[config.mk]
export PLATFORM = sky130hd
export DESIGN_NAME = sysex_message_framer_top_flat
export DESIGN_NICKNAME = d
export VERILOG_FILES = /design/src/smf_pkg.sv /design/src/smf_if.sv /design/src/smf_intake.sv /design/src/smf_serializer.sv /design/src/sysex_message_framer_top.sv /design/src/flat_wrapper.sv
export VERILOG_INCLUDE_DIRS = /design/src /design/src/src
export SDC_FILE = /design/constraint.sdc
export NUM_CORES = 1
export LEC_CHECK = 0
export BUFFER_PORTS_ARGS = -buffer_cell sky130_fd_sc_hd__buf_2
export CAP_MARGIN = 20
export CORE_ASPECT_RATIO = 0.75
export CORE_MARGIN = 1
export CORE_UTILIZATION = 45
export DETAILED_ROUTE_END_ITERATION = 10
export MAX_ROUTING_LAYER = met4
export PLACE_DENSITY = 0.65
export REMOVE_ABC_BUFFERS = 1
export SYNTH_ARGS = -nofsm -noshare
export SYNTH_HDL_FRONTEND = slang
export SYNTH_HIERARCHICAL = 1
export SYNTH_SLANG_ARGS = --single-unit
[constraint.sdc]
create_clock -name i_clk -period 8.8 [get_ports i_clk]
set_input_delay 0.44 -clock i_clk [delete_from_list [all_inputs] [get_ports i_clk]]
set_output_delay 0.44 -clock i_clk [all_outputs]
set_load 0.01 [all_outputs]
[src/sysex_message_framer_top_macros.svh]
// Assertion shorthands shared by the framer modules.
`ifndef SYSEX_MESSAGE_FRAMER_TOP_MACROS_SVH
`define SYSEX_MESSAGE_FRAMER_TOP_MACROS_SVH

// Same-cycle implication, checked outside reset.
`define SMF_ASSERT_NOW(lbl, clk, rst_n, ante, cons, msg) \
    lbl: assert property (@(posedge clk) disable iff (!rst_n) (ante) |-> (cons)) \
        else $error(msg);

// Next-cycle implication, checked outside reset.
`define SMF_ASSERT_NEXT(lbl, clk, rst_n, ante, cons, msg) \
    lbl: assert property (@(posedge clk) disable iff (!rst_n) (ante) |=> (cons)) \
        else $error(msg);

`endif

[src/smf_pkg.sv]
`timescale 1ns / 1ps
package smf_pkg;

    // Request selector codes on the input channel
    localparam logic [1:0] REQ_WRITE = 2'd0;
    localparam logic [1:0] REQ_DATA  = 2'd1;
    localparam logic [1:0] REQ_READ  = 2'd2;

    // Fixed message bytes
    localparam logic [7:0] BYTE_SOX   = 8'hf0;
    localparam logic [7:0] BYTE_MAKER = 8'h41;
    localparam logic [7:0] BYTE_ZERO  = 8'h00;
    localparam logic [7:0] BYTE_MODEL = 8'h6b;
    localparam logic [7:0] CMD_READ   = 8'h11;
    localparam logic [7:0] CMD_WRITE  = 8'h12;
    localparam logic [7:0] BYTE_EOX   = 8'hf7;

    localparam logic [6:0] DEVICE_ID_RESET = 7'd16;

    // Index of the final byte of each message kind
    localparam logic [4:0] LAST_IDX_WRITE = 5'd10;
    localparam logic [4:0] LAST_IDX_READ  = 5'd16;
    localparam logic [4:0] LAST_IDX_DATA  = 5'd0;
    localparam logic [4:0] LAST_IDX_CLOSE = 5'd2;

    typedef enum logic [1:0] {
        KIND_WRITE,
        KIND_DATA,
        KIND_READ
    } t_kind;

    typedef struct packed {
        t_kind       kind;
        logic [4:0]  last_idx;
        logic [31:0] address;
        logic [31:0] read_size;
        logic [6:0]  data;
        logic [6:0]  csum;
    } t_desc;

    // Byte at position idx of the run described by d.
    function automatic logic [7:0] f_msg_byte(t_desc d, logic [4:0] idx, logic [6:0] dev_id);
        logic [7:0] b;
        b = BYTE_EOX;
        case (d.kind)
            KIND_DATA: begin
                case (idx)
                    5'd0:    b = {1'b0, d.data};
                    5'd1:    b = {1'b0, d.csum};
                    default: b = BYTE_EOX;
                endcase
            end
            KIND_WRITE, KIND_READ: begin
                case (idx)
                    5'd0:    b = BYTE_SOX;
                    5'd1:    b = BYTE_MAKER;
                    5'd2:    b = {1'b0, dev_id};
                    5'd3:    b = BYTE_ZERO;
                    5'd4:    b = BYTE_ZERO;
                    5'd5:    b = BYTE_MODEL;
                    5'd6:    b = (d.kind == KIND_READ) ? CMD_READ : CMD_WRITE;
                    5'd7:    b = d.address[31:24];
                    5'd8:    b = d.address[23:16];
                    5'd9:    b = d.address[15:8];
                    5'd10:   b = d.address[7:0];
                    5'd11:   b = d.read_size[31:24];
                    5'd12:   b = d.read_size[23:16];
                    5'd13:   b = d.read_size[15:8];
                    5'd14:   b = d.read_size[7:0];
                    5'd15:   b = {1'b0, d.csum};
                    default: b = BYTE_EOX;
                endcase
            end
            default: b = BYTE_EOX;
        endcase
        return b;
    endfunction

endpackage

[src/smf_if.sv]
`timescale 1ns / 1ps
// Request channel: one beat per request item.
interface smf_req_if;
    logic        valid;
    logic        ready;
    logic [1:0]  req_type;
    logic [31:0] address;
    logic [31:0] read_size;
    logic [6:0]  data_byte;
    logic        data_last;

    modport source (output valid, req_type, address, read_size, data_byte, data_last,
                    input ready);
    modport sink   (input valid, req_type, address, read_size, data_byte, data_last,
                    output ready);
endinterface

// Byte channel: one beat per message byte.
interface smf_byte_if;
    logic       valid;
    logic       ready;
    logic [7:0] out_byte;
    logic       out_last;

    modport source (output valid, out_byte, out_last, input ready);
    modport sink   (input valid, out_byte, out_last, output ready);
endinterface

[src/smf_intake.sv]
`timescale 1ns / 1ps
`include "sysex_message_framer_top_macros.svh"
module smf_intake (
    input  logic                i_clk,
    input  logic                i_rst_n,
    smf_req_if.sink             i_req,
    input  logic                i_take,
    output smf_pkg::t_desc      o_desc,
    output logic                o_desc_valid
);

    logic [6:0]     r_sum;
    logic           r_in_msg;
    logic           r_valid;
    smf_pkg::t_desc r_desc;

    logic [6:0]     n_sum;
    logic           n_in_msg;
    logic           n_emit;
    smf_pkg::t_desc n_desc;

    logic           accept;
    logic [6:0]     addr_sum;
    logic [6:0]     size_sum;
    logic [6:0]     data_sum;

    assign i_req.ready = !r_valid || i_take;
    assign accept      = i_req.valid && i_req.ready;

    // Low seven bits of each byte feed the checksum
    assign addr_sum = i_req.address[30:24] + i_req.address[22:16]
                    + i_req.address[14:8]  + i_req.address[6:0];
    assign size_sum = i_req.read_size[30:24] + i_req.read_size[22:16]
                    + i_req.read_size[14:8]  + i_req.read_size[6:0];
    assign data_sum = r_sum + i_req.data_byte;

    always_comb begin
        n_sum            = r_sum;
        n_in_msg         = r_in_msg;
        n_emit           = 1'b0;
        n_desc.kind      = smf_pkg::KIND_DATA;
        n_desc.last_idx  = smf_pkg::LAST_IDX_DATA;
        n_desc.address   = i_req.address;
        n_desc.read_size = i_req.read_size;
        n_desc.data      = i_req.data_byte;
        n_desc.csum      = 7'd0;
        case (i_req.req_type)
            smf_pkg::REQ_WRITE: begin
                n_emit          = 1'b1;
                n_desc.kind     = smf_pkg::KIND_WRITE;
                n_desc.last_idx = smf_pkg::LAST_IDX_WRITE;
                n_sum           = addr_sum;
                n_in_msg        = 1'b1;
            end
            smf_pkg::REQ_DATA: begin
                // Drop data beats that arrive with no message open
                if (r_in_msg) begin
                    n_emit      = 1'b1;
                    n_sum       = data_sum;
                    n_desc.csum = 7'd0 - data_sum;
                    if (i_req.data_last) begin
                        n_desc.last_idx = smf_pkg::LAST_IDX_CLOSE;
                        n_sum           = 7'd0;
                        n_in_msg        = 1'b0;
                    end
                end
            end
            smf_pkg::REQ_READ: begin
                n_emit          = 1'b1;
                n_desc.kind     = smf_pkg::KIND_READ;
                n_desc.last_idx = smf_pkg::LAST_IDX_READ;
                n_desc.csum     = 7'd0 - (addr_sum + size_sum);
                n_sum           = 7'd0;
                n_in_msg        = 1'b0;
            end
            default: begin
                n_emit = 1'b0;
            end
        endcase
    end

    always_ff @(posedge i_clk) begin
        if (!i_rst_n) begin
            r_sum    <= 7'd0;
            r_in_msg <= 1'b0;
            r_valid  <= 1'b0;
        end else if (accept) begin
            r_sum    <= n_sum;
            r_in_msg <= n_in_msg;
            r_valid  <= n_emit;
        end else if (i_take) begin
            r_valid  <= 1'b0;
        end
    end

    always_ff @(posedge i_clk) begin
        if (accept) begin
            r_desc <= n_desc;
        end
    end

    assign o_desc       = r_desc;
    assign o_desc_valid = r_valid;

    `SMF_ASSERT_NOW(a_sum_clear_when_closed, i_clk, i_rst_n, !r_in_msg, r_sum == 7'd0, "running sum nonzero with no open message")
    `SMF_ASSERT_NEXT(a_ignored_beat_no_desc, i_clk, i_rst_n, accept && !n_emit, !r_valid, "ignored request left a descriptor")

endmodule

[src/smf_serializer.sv]
`timescale 1ns / 1ps
`include "sysex_message_framer_top_macros.svh"
module smf_serializer (
    input  logic                i_clk,
    input  logic                i_rst_n,
    input  smf_pkg::t_desc      i_desc,
    input  logic                i_desc_valid,
    input  logic [6:0]          i_dev_id,
    output logic                o_take,
    smf_byte_if.source          o_res
);

    logic [4:0] r_idx;
    logic       r_out_valid;
    logic [7:0] r_out_byte;
    logic       r_out_last;

    logic       out_load;
    logic       at_end;

    assign out_load = !r_out_valid || o_res.ready;
    assign at_end   = (r_idx == i_desc.last_idx);
    assign o_take   = i_desc_valid && out_load && at_end;

    always_ff @(posedge i_clk) begin
        if (!i_rst_n) begin
            r_idx       <= 5'd0;
            r_out_valid <= 1'b0;
        end else if (out_load) begin
            r_out_valid <= i_desc_valid;
            if (i_desc_valid) begin
                r_idx <= at_end ? 5'd0 : r_idx + 5'd1;
            end
        end
    end

    always_ff @(posedge i_clk) begin
        if (out_load && i_desc_valid) begin
            r_out_byte <= smf_pkg::f_msg_byte(i_desc, r_idx, i_dev_id);
            r_out_last <= at_end;
        end
    end

    assign o_res.valid    = r_out_valid;
    assign o_res.out_byte = r_out_byte;
    assign o_res.out_last = r_out_last;

    `SMF_ASSERT_NOW(a_idx_in_range, i_clk, i_rst_n, i_desc_valid, r_idx <= i_desc.last_idx, "byte index past end of run")
    `SMF_ASSERT_NEXT(a_idx_rewinds, i_clk, i_rst_n, o_take, r_idx == 5'd0, "byte index not rewound after run")

endmodule

[src/sysex_message_framer_top.sv]
`timescale 1ns / 1ps
// System-exclusive message framer.
// Request channel i_req carries one item per beat: write start, data byte or
// read request. Byte channel o_res carries the serialized message one byte
// per beat; out_last marks the final byte caused by one request.
// Config: i_cfg_wr_en / i_cfg_wr_data load the 7-bit device id (third header
// byte); write it only while the framer is idle.
// The first byte of a request goes through the descriptor register, then the
// output register.
// Throughput: one output byte per cycle while o_res.ready is high. A data byte
// yields one byte, a closing data byte three, a write start eleven and a read
// request seventeen; the serializer's byte counter sets that figure. The next
// request is taken in the same cycle the last byte of the current one enters the
// output register: back-to-back data bytes go at one per cycle while not stalled.
// Ignored requests (data with no open message, selector 3) are accepted and
// produce no bytes.
// Reset: synchronous, active low. Clears the open-message flag, the running
// sum and both valid flags; the device id returns to 16.
// Stall: when o_res.ready is low the output byte holds, the serializer
// stops, and i_req.ready drops once the descriptor register is full.
module sysex_message_framer_top (
    input  logic        i_clk,
    input  logic        i_rst_n,
    input  logic        i_cfg_wr_en,
    input  logic [6:0]  i_cfg_wr_data,
    smf_req_if.sink     i_req,
    smf_byte_if.source  o_res
);

    logic [6:0]     r_dev_id;
    smf_pkg::t_desc desc;
    logic           desc_valid;
    logic           take;

    // Device id register: hold until a config write
    always_ff @(posedge i_clk) begin
        if (!i_rst_n) begin
            r_dev_id <= smf_pkg::DEVICE_ID_RESET;
        end else if (i_cfg_wr_en) begin
            r_dev_id <= i_cfg_wr_data;
        end
    end

    // Register the request, update the message state, build the byte-run descriptor
    smf_intake u_intake (
        .i_clk        (i_clk),
        .i_rst_n      (i_rst_n),
        .i_req        (i_req),
        .i_take       (take),
        .o_desc       (desc),
        .o_desc_valid (desc_valid)
    );

    // Walk the descriptor one byte per cycle to the output register unless stalled
    smf_serializer u_serializer (
        .i_clk        (i_clk),
        .i_rst_n      (i_rst_n),
        .i_desc       (desc),
        .i_desc_valid (desc_valid),
        .i_dev_id     (r_dev_id),
        .o_take       (take),
        .o_res        (o_res)
    );

endmodule
[src/flat_wrapper.sv]
// flat-port wrapper written by rule: the top's interface ports become plain ports
module sysex_message_framer_top_flat 
  (i_clk, i_rst_n, i_cfg_wr_en, i_cfg_wr_data, i_req_valid, i_req_req_type, i_req_address, i_req_read_size, i_req_data_byte, i_req_data_last, i_req_ready, o_res_valid, o_res_out_byte, o_res_out_last, o_res_ready);
  smf_req_if i_req_i ();
  smf_byte_if o_res_i ();
  input  logic i_clk;
  input  logic i_rst_n;
  input  logic i_cfg_wr_en;
  input  logic [6:0] i_cfg_wr_data;
  input wire logic [$bits(i_req_i.valid)-1:0] i_req_valid;
  input wire logic [$bits(i_req_i.req_type)-1:0] i_req_req_type;
  input wire logic [$bits(i_req_i.address)-1:0] i_req_address;
  input wire logic [$bits(i_req_i.read_size)-1:0] i_req_read_size;
  input wire logic [$bits(i_req_i.data_byte)-1:0] i_req_data_byte;
  input wire logic [$bits(i_req_i.data_last)-1:0] i_req_data_last;
  output wire logic [$bits(i_req_i.ready)-1:0] i_req_ready;
  output wire logic [$bits(o_res_i.valid)-1:0] o_res_valid;
  output wire logic [$bits(o_res_i.out_byte)-1:0] o_res_out_byte;
  output wire logic [$bits(o_res_i.out_last)-1:0] o_res_out_last;
  input wire logic [$bits(o_res_i.ready)-1:0] o_res_ready;
  assign i_req_i.valid = i_req_valid;
  assign i_req_i.req_type = i_req_req_type;
  assign i_req_i.address = i_req_address;
  assign i_req_i.read_size = i_req_read_size;
  assign i_req_i.data_byte = i_req_data_byte;
  assign i_req_i.data_last = i_req_data_last;
  assign i_req_ready = i_req_i.ready;
  assign o_res_valid = o_res_i.valid;
  assign o_res_out_byte = o_res_i.out_byte;
  assign o_res_out_last = o_res_i.out_last;
  assign o_res_i.ready = o_res_ready;
  sysex_message_framer_top u_core (.i_clk(i_clk), .i_rst_n(i_rst_n), .i_cfg_wr_en(i_cfg_wr_en), .i_cfg_wr_data(i_cfg_wr_data), .i_req(i_req_i), .o_res(o_res_i));
endmodule
# Word level (Yosys, flattened, before mapping)

Cells that the tools add are included.

Equal/unequal tests: 21
Mux-type cells: 21
Add/subtract/negate cells: 11
Reduce and logical (&&, ||, !) cells: 18

Operators with widths:

| operator            | count |
|---|---|
| $pmux 8 s15         | 1 |
| $add 7x7->7         | 8 |
| $eq 5x4->1 const B  | 8 |
| $pmux 8 s2          | 2 |
| $mux 7              | 3 |
| $pmux 7 s3          | 1 |
| $eq 5x3->1 const B  | 4 |
| $pmux 5 s3          | 1 |
| $pmux 7 s2          | 1 |
| $sub 1x7->7 const A | 2 |
| $eq 5x2->1 const B  | 2 |
| $mux 5              | 2 |
| $reduce_or 2->1     | 3 |
| $add 5x1->5 const B | 1 |
| $eq 5x1->1 const B  | 1 |
| $eq 5x5->1          | 1 |
| $logic_not 5->1     | 1 |
| $mux 1              | 5 |
| $eq 2x1->1 const B  | 2 |
| $eq 2x2->1 const B  | 2 |
| $logic_not 2->1     | 2 |
| $mux 2              | 2 |
| $pmux 2 s2          | 1 |
| $reduce_and 2->1    | 2 |
| other kinds (9)     | 13 |

Bits in registers: 116
Logic and storage cells: 85

# Logic depth before layout (Yosys ltp)

Gate-level depths: netlist of the first run.

Depth in word-level cells: 7
Mapped depth: 20
Mapped depth without buffers: 20

# By module

Netlist of the first run, hierarchy kept.

By module, submodules not included:

| module                   | cells each | seq. area each (sq um) | area each (sq um) | instances |
|---|---|---|---|---|
| smf_intake               | 363        | 2642.5                 | 4838.4            | 1 |
| smf_serializer           | 192        | 390.4                  | 1696.6            | 1 |
| sysex_message_framer_top | 22         | 140.1                  | 262.8             | 1 |

# Least setup slack after synthesis of the first run

OpenSTA, ideal clock, no wires.

Path type: input to register
Start point: input i_req_address[1]
End point: register u_core.u_intake.r_desc (netlist bit u_core/u_intake/o_desc[6]), data pin
Stages on the path: 19
Data required time: 8538 ps
Path slack: 3450 ps
Data arrival time: 5088 ps
Buffers on the path: 0
Cells stage by stage: inv_1 -> fa_1 -> inv_1 -> fa_1 -> ha_1 -> fa_1 -> inv_1 -> fa_1 -> inv_1 -> fa_1 -> fa_1 -> inv_1 -> ha_1 -> fa_1 -> a21o_1 -> a21oi_1 -> xnor2_1 -> xnor2_1 -> o22ai_1

RTL lines:

| item                 | line               | text |
|---|---|---|
| start, declared      | flat_wrapper.sv:12 | `input wire logic [$bits(i_req_i.address)-1:0] i_req_address;` |
| end signal, assigned | smf_intake.sv:98   | `r_desc <= n_desc;` |
| end, declared        | smf_intake.sv:15   | `smf_pkg::t_desc r_desc;` |

==> results.md, run 1 <==
* Outcome: finished clean
* Synth Area in XOR/XNOR at 0.0477
* Vias per Instance at approximately 5.5
* Area growth syn-to-layout at 18.8%
* Clk root buf: clkbuf_16
* Mux cell area share after synthesis at 0.0350
* Routed wire length per instance at 19.3 µm
* Die H at 108 µm
* Post-synthesis compound-gate area fraction at 0.131
* DP HPWL at between 10 and 15 mm
* Cell Area, Placed at about 7400 µm²
* Setup TNS at 0 ns
* RSZ-0062 raised after global routing: false
* Clk buf depth at 2
* Synth top area share at 0.402
* CTS Buf Count at 17
* Adder-Cell Fraction of Synth Area at 0.153
* Critical hold path startpoint: i_req_read_size[15]
* CP Class: in2reg
* Final period utilization at 0.598
* Routability cong. at a little over 0.9
* Worst vdd ir at roughly 0.00015 V
* IO Pins at 97
* Gr ovfl total at 0
* Die W at ~140 µm
* Gr usage total at 0.245
* Slew Limit Fails at 0
* R2R Path Start: u_core/u_serializer/r_idx[4]
* EDFF count, synth at 91
* Reg2reg setup slack at between 6 and 7 ns
* Post-Synthesis Cells at ~580
* Post-synth top cells: edfxtp_1, inv_1, ha_1, fa_1, xnor2_1
* Core Area at about 15000 µm²
* Remaining DRCs at 0
* Area leader, netlist: edfxtp_1
* Postcts setup bufs at 0
* Largest family of logic cells by synthesized area: adder cells
* TritonCTS clock tree: done
* PD cells at ~250 nW/µm²
* Warnings, synthesis at 6
* Worst Tran Pin Value at ~0.73 ns
* FF+latch count, synth at around 110
* Largest net degree at the start of global routing at just over 80
* Final ANT Viol Nets at 0
* Ranking of synthesized cells by area: edfxtp_1, fa_1, dfxtp_1
* Count leader, synth: edfxtp_1
* Synth Area in Simple Gates at 0.0966
* Share of synthesized registers carrying an async set or reset at 0
* First-pass GRT wire length at between 20 and 30 mm
* Net count, final at 828
* Yosys cell types at between 70 and 80
* Relative slew slack at 0.511
* WP data arrival at around 5.4 ns
* Initial antenna violation count at 0
* Avg Inst Size Synth at about 12 µm²
* Required time worst endpoint at roughly 9 ns
* Clk Latency, worst-skew pair at about 0.42 ns
* Critical path launch point type: input pin
* Antenna diodes at 0
* Final Hold Vio Count at 0
* Maxcap violations at 0
* Register area share after synthesis at 0.467
* Vias in the first global route at 5038
* Share of layout cells above drive strength 1 at 0.217
* Fin crit period at 5.27 ns
* Final Cell Area at 8080 µm²
* DR vias at between 4000 and 5000
* FMAX at approximately 0.19 GHz
* Min-Delay Path Class: in2reg
* Crit. End Element: flop
* Clock Skews at between 0.005 and 0.006 ns
* Prevailing post-synth register cell: edfxtp_1
* Die area at 15600 µm²
* Cts-stage hold buffer count at 0
* Clock Sink Count at ~110
* LEAKAGE at 3.40 nW
* Total Wirelength at 17.2 mm
* Drt pass-1 iters at 5
* Initial drt markers at about 400
* Worst-path clk slew at roughly 0.05 ns
* Cell Area, Synth at 6800 µm²
* Post-CTS resize count at 0
* Initial Utilization at 0.466
* Row cnt at 38
* Final Setup Violations at 0
* H-tree levels at 4
* Critical Path Source: i_req_address[1]
* Maximum fanout along the worst path at 3
* Port bufs at between 90 and 100
-- critical path: stages --
cell	delay, ns
buf_2	0.08
inv_1	0.05
fa_1	0.53
inv_1	0.06
fa_1	0.45
ha_1	0.25
fa_1	0.49
inv_1	0.06
fa_1	0.49
inv_1	0.05
fa_1	0.48
fa_1	0.56
inv_1	0.05
ha_1	0.22
fa_1	0.42
a21o_1	0.20
a21oi_1	0.18
xnor2_1	0.15
xnor2_1	0.14
o22ai_1	0.09
-- worst paths after layout --
kind / end / cells after the start
setup reg to reg: u_core/u_serializer/o_res.out_byte[3] / 6
setup / recovery: u_core/u_intake/o_desc[6] / 20
hold / removal: u_core/u_intake/o_desc[29] / 1
hold reg to reg: u_core/r_dev_id[4] / 2
-- cells in the final DEF (no fill, tap or decap), drive strengths merged, types with 10 or more instances in the layout --
cell / instances
fa: 30
nor2: 16
nand3: 16
mux2i: 20
dfxtp: 22
xnor2: 29
nor2b: 11
o21ai: 13
a21oi: 16
inv: 90
clkbuf: 23
a31oi: 10
ha: 35
edfxtp: 91
buf: 100
nand2: 21
-- registers in the layout (all words and copies together) (netlist names) --
register and flops:
u_core/r_dev_id 7, u_core/u_intake/o_desc 82, u_core/u_serializer/o_res.out_last 1, u_core/u_serializer/o_res.valid 1, u_core/u_intake/o_desc_valid 1, u_core/u_intake/r_sum 7
u_core/u_intake/r_in_msg 1, u_core/u_serializer/r_idx 5, u_core/u_serializer/o_res.out_byte 8
-- layer usage --
| layer | part of all wire | vias to the layer above | wire length [µm] | track usage |
|---|---|---|---|---|
| met3 | 0.073 | 20 | 1260 | 0.0642 |
| met5 | 0 | - | 0 | - |
| met1 | 0.46 | 2387 | 7910 | 0.326 |
| met4 | 0.013 | 0 | 225 | 0.0729 |
| met2 | 0.45 | 203 | 7800 | 0.368 |
| li1 | - | 2272 | - | - |
-- layout make-up --
class | count | area [µm²]
fillers | 1286 | 6520
flip-flops and latches | 113 | 3170
multi-input cells | 355 | 3160
repair buffers | 100 | 531
clock buffers | 23 | 498
inverters | 90 | 338
well taps | 200 | 250
clock inverters | 9 | 128
-- where the power goes --
part	internal [W]	switching (W)	total [W]	leakage (nW)
Sequential	0.000631	0.0000219	0.000653	1.06
Combinational	0.000308	0.000369	0.000677	2.04
Clock	0.000481	0.000243	0.000723	0.301
Total	0.00142	0.000634	0.00205	3.40
-- logic make-up after synthesis --
kind of cell | count (synthesis)
buffers and inverters | 110
AND/OR/NAND/NOR | 111
other | 1
adder cells (fa/ha/maj) | 65
multiplexers | 22
flip-flops | 113
XOR/XNOR | 37
AO/OA/AOI/OAI | 118
-- through the flow --
stage	hold slack [ns]	total power [W]	setup WS [ns]	instances	util
CTS	0.188	0.00206	3.51	889	0.551
global placement	0.465	0.00130	3.26	857	0.508
global route	0.189	0.00217	3.30	890	0.553
finish	0.200	0.00205	3.53	890	0.553
detailed placement	0.469	0.00133	3.08	857	0.508
floorplan	0.441	0.00116	3.45	558	-
Note: power is estimated with default switching activity, not from simulation.
==> run 2: changes to the inputs <==
Settings changed: ABC_AREA set to 1, PLACE_DENSITY 0.65 to 0.67.
Clock period 8.8 ns to 4.5 ns, I/O delays scaled along.
==> run 2 against run 1 <==
  * The run now ends with setup timing left
  * Clock power increased by 81%
  * Sequential power increased by 96%
  * Cell count increased by 36%
  * Global-route usage increased by 0.31 points
  * Final area increased by 12%
  * Synthesized cell count increased by 46%
  * Core utilization increased by 2.7 points
  * Sequential share of layout area decreased by 4.1 points
  * First-iteration DRC count increased by 3.9%
  * Via count increased by 23%
  * Die area increased by 6.8%
  * Count of clock-buffer cells in the layout decreased by 6
  * Critical path type unchanged
  * Critical endpoint unchanged
  * Highest routed layer unchanged
==> results.md, run 2 <==
* EDFF count, synth at 91 (unchanged)
* Gr ovfl total at 0 (unchanged)
* Critical path launch point type: input pin (unchanged)
* Cell Area, Synth at 7270 µm² (was 6800 µm²)
* Clk buf depth at 2 (unchanged)
* Register area share after synthesis at 0.437 (was 0.467)
* Synth Area in XOR/XNOR at 0.0133 (was 0.0477)
* RSZ-0062 raised after global routing: true (was false)
* Worst-path clk slew at 0.05 ns (about the same)
* DP HPWL at 14.4 mm (was 12.8 mm)
* Warnings, synthesis at 6 (unchanged)
* Drt pass-1 iters at 6 (was 5)
* Setup TNS at -0.427 ns (was 0 ns)
* Initial antenna violation count at 0 (unchanged)
* Clk Latency, worst-skew pair at 0.41 ns (was 0.42 ns)
* Maximum fanout along the worst path at 2 (was 3)
* Antenna diodes at 0 (unchanged)
* Area leader, netlist: edfxtp_1 (unchanged)
* Area growth syn-to-layout at 24.0% (was 18.8%)
* Post-Synthesis Cells at 842 (was 577)
* Routed wire length per instance at 15.7 µm (was 19.3 µm)
* Initial drt markers at 425 (was 409)
* Maxcap violations at 0 (unchanged)
* Net count, final at 1140 (was 828)
* Yosys cell types at 45 (was 75)
* Remaining DRCs at 0 (unchanged)
* Core Area at 15500 µm² (was 14600 µm²)
* Largest register FFs at 82 (unchanged)
* Gr usage total at 0.248 (was 0.245)
* Synth top area share at 0.376 (was 0.402)
* Final Hold Vio Count at 0 (unchanged)
* Post-synth top cells: nand2_1, inv_1, nor2_1, edfxtp_1, nand3_1 (was edfxtp_1, inv_1, ha_1, fa_1, xnor2_1)
* Row cnt at 39 (was 38)
* Worst vdd ir at 0.000338 V (was 0.000148 V)
* Clk root buf: clkbuf_16 (unchanged)
* IO Pins at 97 (unchanged)
* Required time worst endpoint at 4.67 ns (was 8.96 ns)
* Commonest non-fill, non-tap cell in the layout: nand2_1 (was buf_2)
* Vias per Instance at 4.97 (was 5.49)
* Min-Delay Path Class: in2reg (unchanged)
* FMAX at roughly 0.21 GHz
* Share of layout cells above drive strength 1 at 0.227 (was 0.217)
* Final ANT Viol Nets at 0 (unchanged)
* Prevailing post-synth register cell: edfxtp_1 (unchanged)
* Setup ws final at -0.222 ns (was 3.53 ns)
* PD cells at 489 nW/µm² (was 254 nW/µm²)
* Relative slew slack at 0.295 (was 0.511)
* Port bufs at 96 (unchanged)
* Fin crit period at between 4 and 5 ns
* Final Util at 0.581 (was 0.553)
* Clock Skews at 0.00586 ns (was 0.00554 ns)
* Most frequent cells in the layout: nand2_1, inv_1, nor2_1, buf_2, edfxtp_1 (was buf_2, edfxtp_1, inv_1, ha_1, fa_1)
* Initial Utilization at 0.468 (was 0.466)
* Failing checks: setup timing
* Count leader, synth: nand2_1 (was edfxtp_1)
* Die area at 16700 µm² (was 15600 µm²)
* Slew Limit Fails at 0 (unchanged)
* DR vias at 5989 (was 4882)
* WP data arrival at 4.89 ns (was 5.43 ns)
* Final period utilization at 1.05
* FF+latch count, synth at 113 (unchanged)
* Final Setup Violations at 2 (was 0)
* TritonCTS clock tree: done (unchanged)
* Share of synthesized registers carrying an async set or reset at 0 (unchanged)
* Vias in the first global route at 5781 (was 5038)
* Avg Inst Size Synth at 8.63 µm² (was 11.8 µm²)
* H-tree levels at 4 (unchanged)
* Synth Area in Simple Gates at 0.263 (was 0.0966)
* Die H at 112 µm (was 108 µm)
* Worst hold slack at 0.00619 ns (was 0.200 ns)
* First-pass GRT wire length at 29.8 mm (was 26.8 mm)
* Ranking of synthesized cells by area: edfxtp_1, nand2_1, fa_1 (was edfxtp_1, fa_1, dfxtp_1)
* Crit. End Element: flop (unchanged)
* Total Wirelength at 19.0 mm (was 17.2 mm)
* Post-synthesis compound-gate area fraction at 0.0441 (was 0.131)
* Adder-Cell Fraction of Synth Area at 0.143 (was 0.153)
* CP Class: in2reg (unchanged)
* FILL cells at 1377 (was 1286)
* Mux cell area share after synthesis at 0 (was 0.0350)
* Routability cong. at 0.920 (about the same)
* Largest net degree at the start of global routing at 83 (unchanged)
* Outcome: complete, but fails checks (was finished clean)
* CTS Buf Count at 17 (unchanged)
* Largest family of logic cells by synthesized area: simple AND/OR/NAND/NOR gates (was adder cells)
* Clock Sink Count at 113 (unchanged)
* Worst Tran Pin Value at 1.06 ns (was 0.732 ns)
* Die W at 149 µm (was 144 µm)
* LEAKAGE at 4.36 nW (was 3.40 nW)
[run 2: area by class of cell]
class	count	area (µm²)	area share
Clock inverter	14	148	0.0164
Tap cell	205	256	0.0285
Clock buffer	17	425	0.0472
Inverter	159	614	0.0682
Multi-Input combinational cell	558	3510	0.390
Timing Repair Buffer	140	881	0.0978
Sequential cell	113	3170	0.352
[run 2: logic make-up after synthesis]
family,count (synthesis)
AND/OR/NAND/NOR,426
buffers and inverters,172
flip-flops,113
adder cells (fa/ha/maj),65
AO/OA/AOI/OAI,54
XOR/XNOR,11
other,1
[run 2: what timing repair did]
item,CTS,global route
pin swaps,13,20
endpoints found under the setup margin,4,4
hold buffers,14,3
hold endpoints to repair,14,3
gates resized for setup,21,27
setup buffers,5,4
[run 2: worst max-delay path: stages]
cell and delay [ns]:
buf_6 0.07, inv_2 0.03, fa_1 0.55, inv_2 0.05, fa_1 0.44, ha_2 0.21, fa_2 0.55, inv_2 0.04
fa_1 0.49, inv_2 0.04, fa_2 0.42, fa_1 0.53, inv_2 0.05, ha_4 0.16, fa_2 0.36, nand3_2 0.08
nand3_2 0.07, nand3_1 0.10, nand2_2 0.07, inv_1 0.06, nand2_2 0.05, nand2_1 0.07, nand2_1 0.05, nand3_1 0.08
nand2_1 0.05
[run 2: worst paths after layout]
path | slack (ns) | depth (start not counted) | from | end
max | -0.22 | 25 | i_req_address[1] | u_core/u_intake/o_desc[6]
min | 0.006 | 1 | i_req_read_size[1] | u_core/u_intake/o_desc[15]
max reg2reg | 1.70 | 7 | u_core/u_serializer/r_idx[3] | u_core/u_intake/o_desc[29]
min reg2reg | 0.49 | 2 | u_core/r_dev_id[6] | u_core/r_dev_id[6]
[run 2: layer usage]
layer / up-vias / part of all wire / track usage
met4: 0 / 0.013 / 0.0707
li1: 2947 / - / -
met1: 2808 / 0.48 / 0.350
met5: - / 0 / -
met3: 23 / 0.063 / 0.0423
met2: 211 / 0.45 / 0.369
[run 2: stage by stage]
stage / cell area [µm²] / cells / setup WS (ns) / power [W]
floorplan: 7160 / 830 / -0.549 / 0.00217
global placement: 8060 / 1152 / -0.834 / 0.00261
detailed placement: 8060 / 1152 / -0.918 / 0.00265
CTS: 8870 / 1201 / -0.291 / 0.00416
global route: 9010 / 1206 / -0.390 / 0.00467
finish: 9010 / 1206 / -0.222 / 0.00440
[run 2: where the power goes]
group / switching, W / internal (W) / total, W
sequential: 0.0000457 / 0.00123 / 0.00128
clock: 0.000458 / 0.000853 / 0.00131
combinational: 0.000981 / 0.000831 / 0.00181
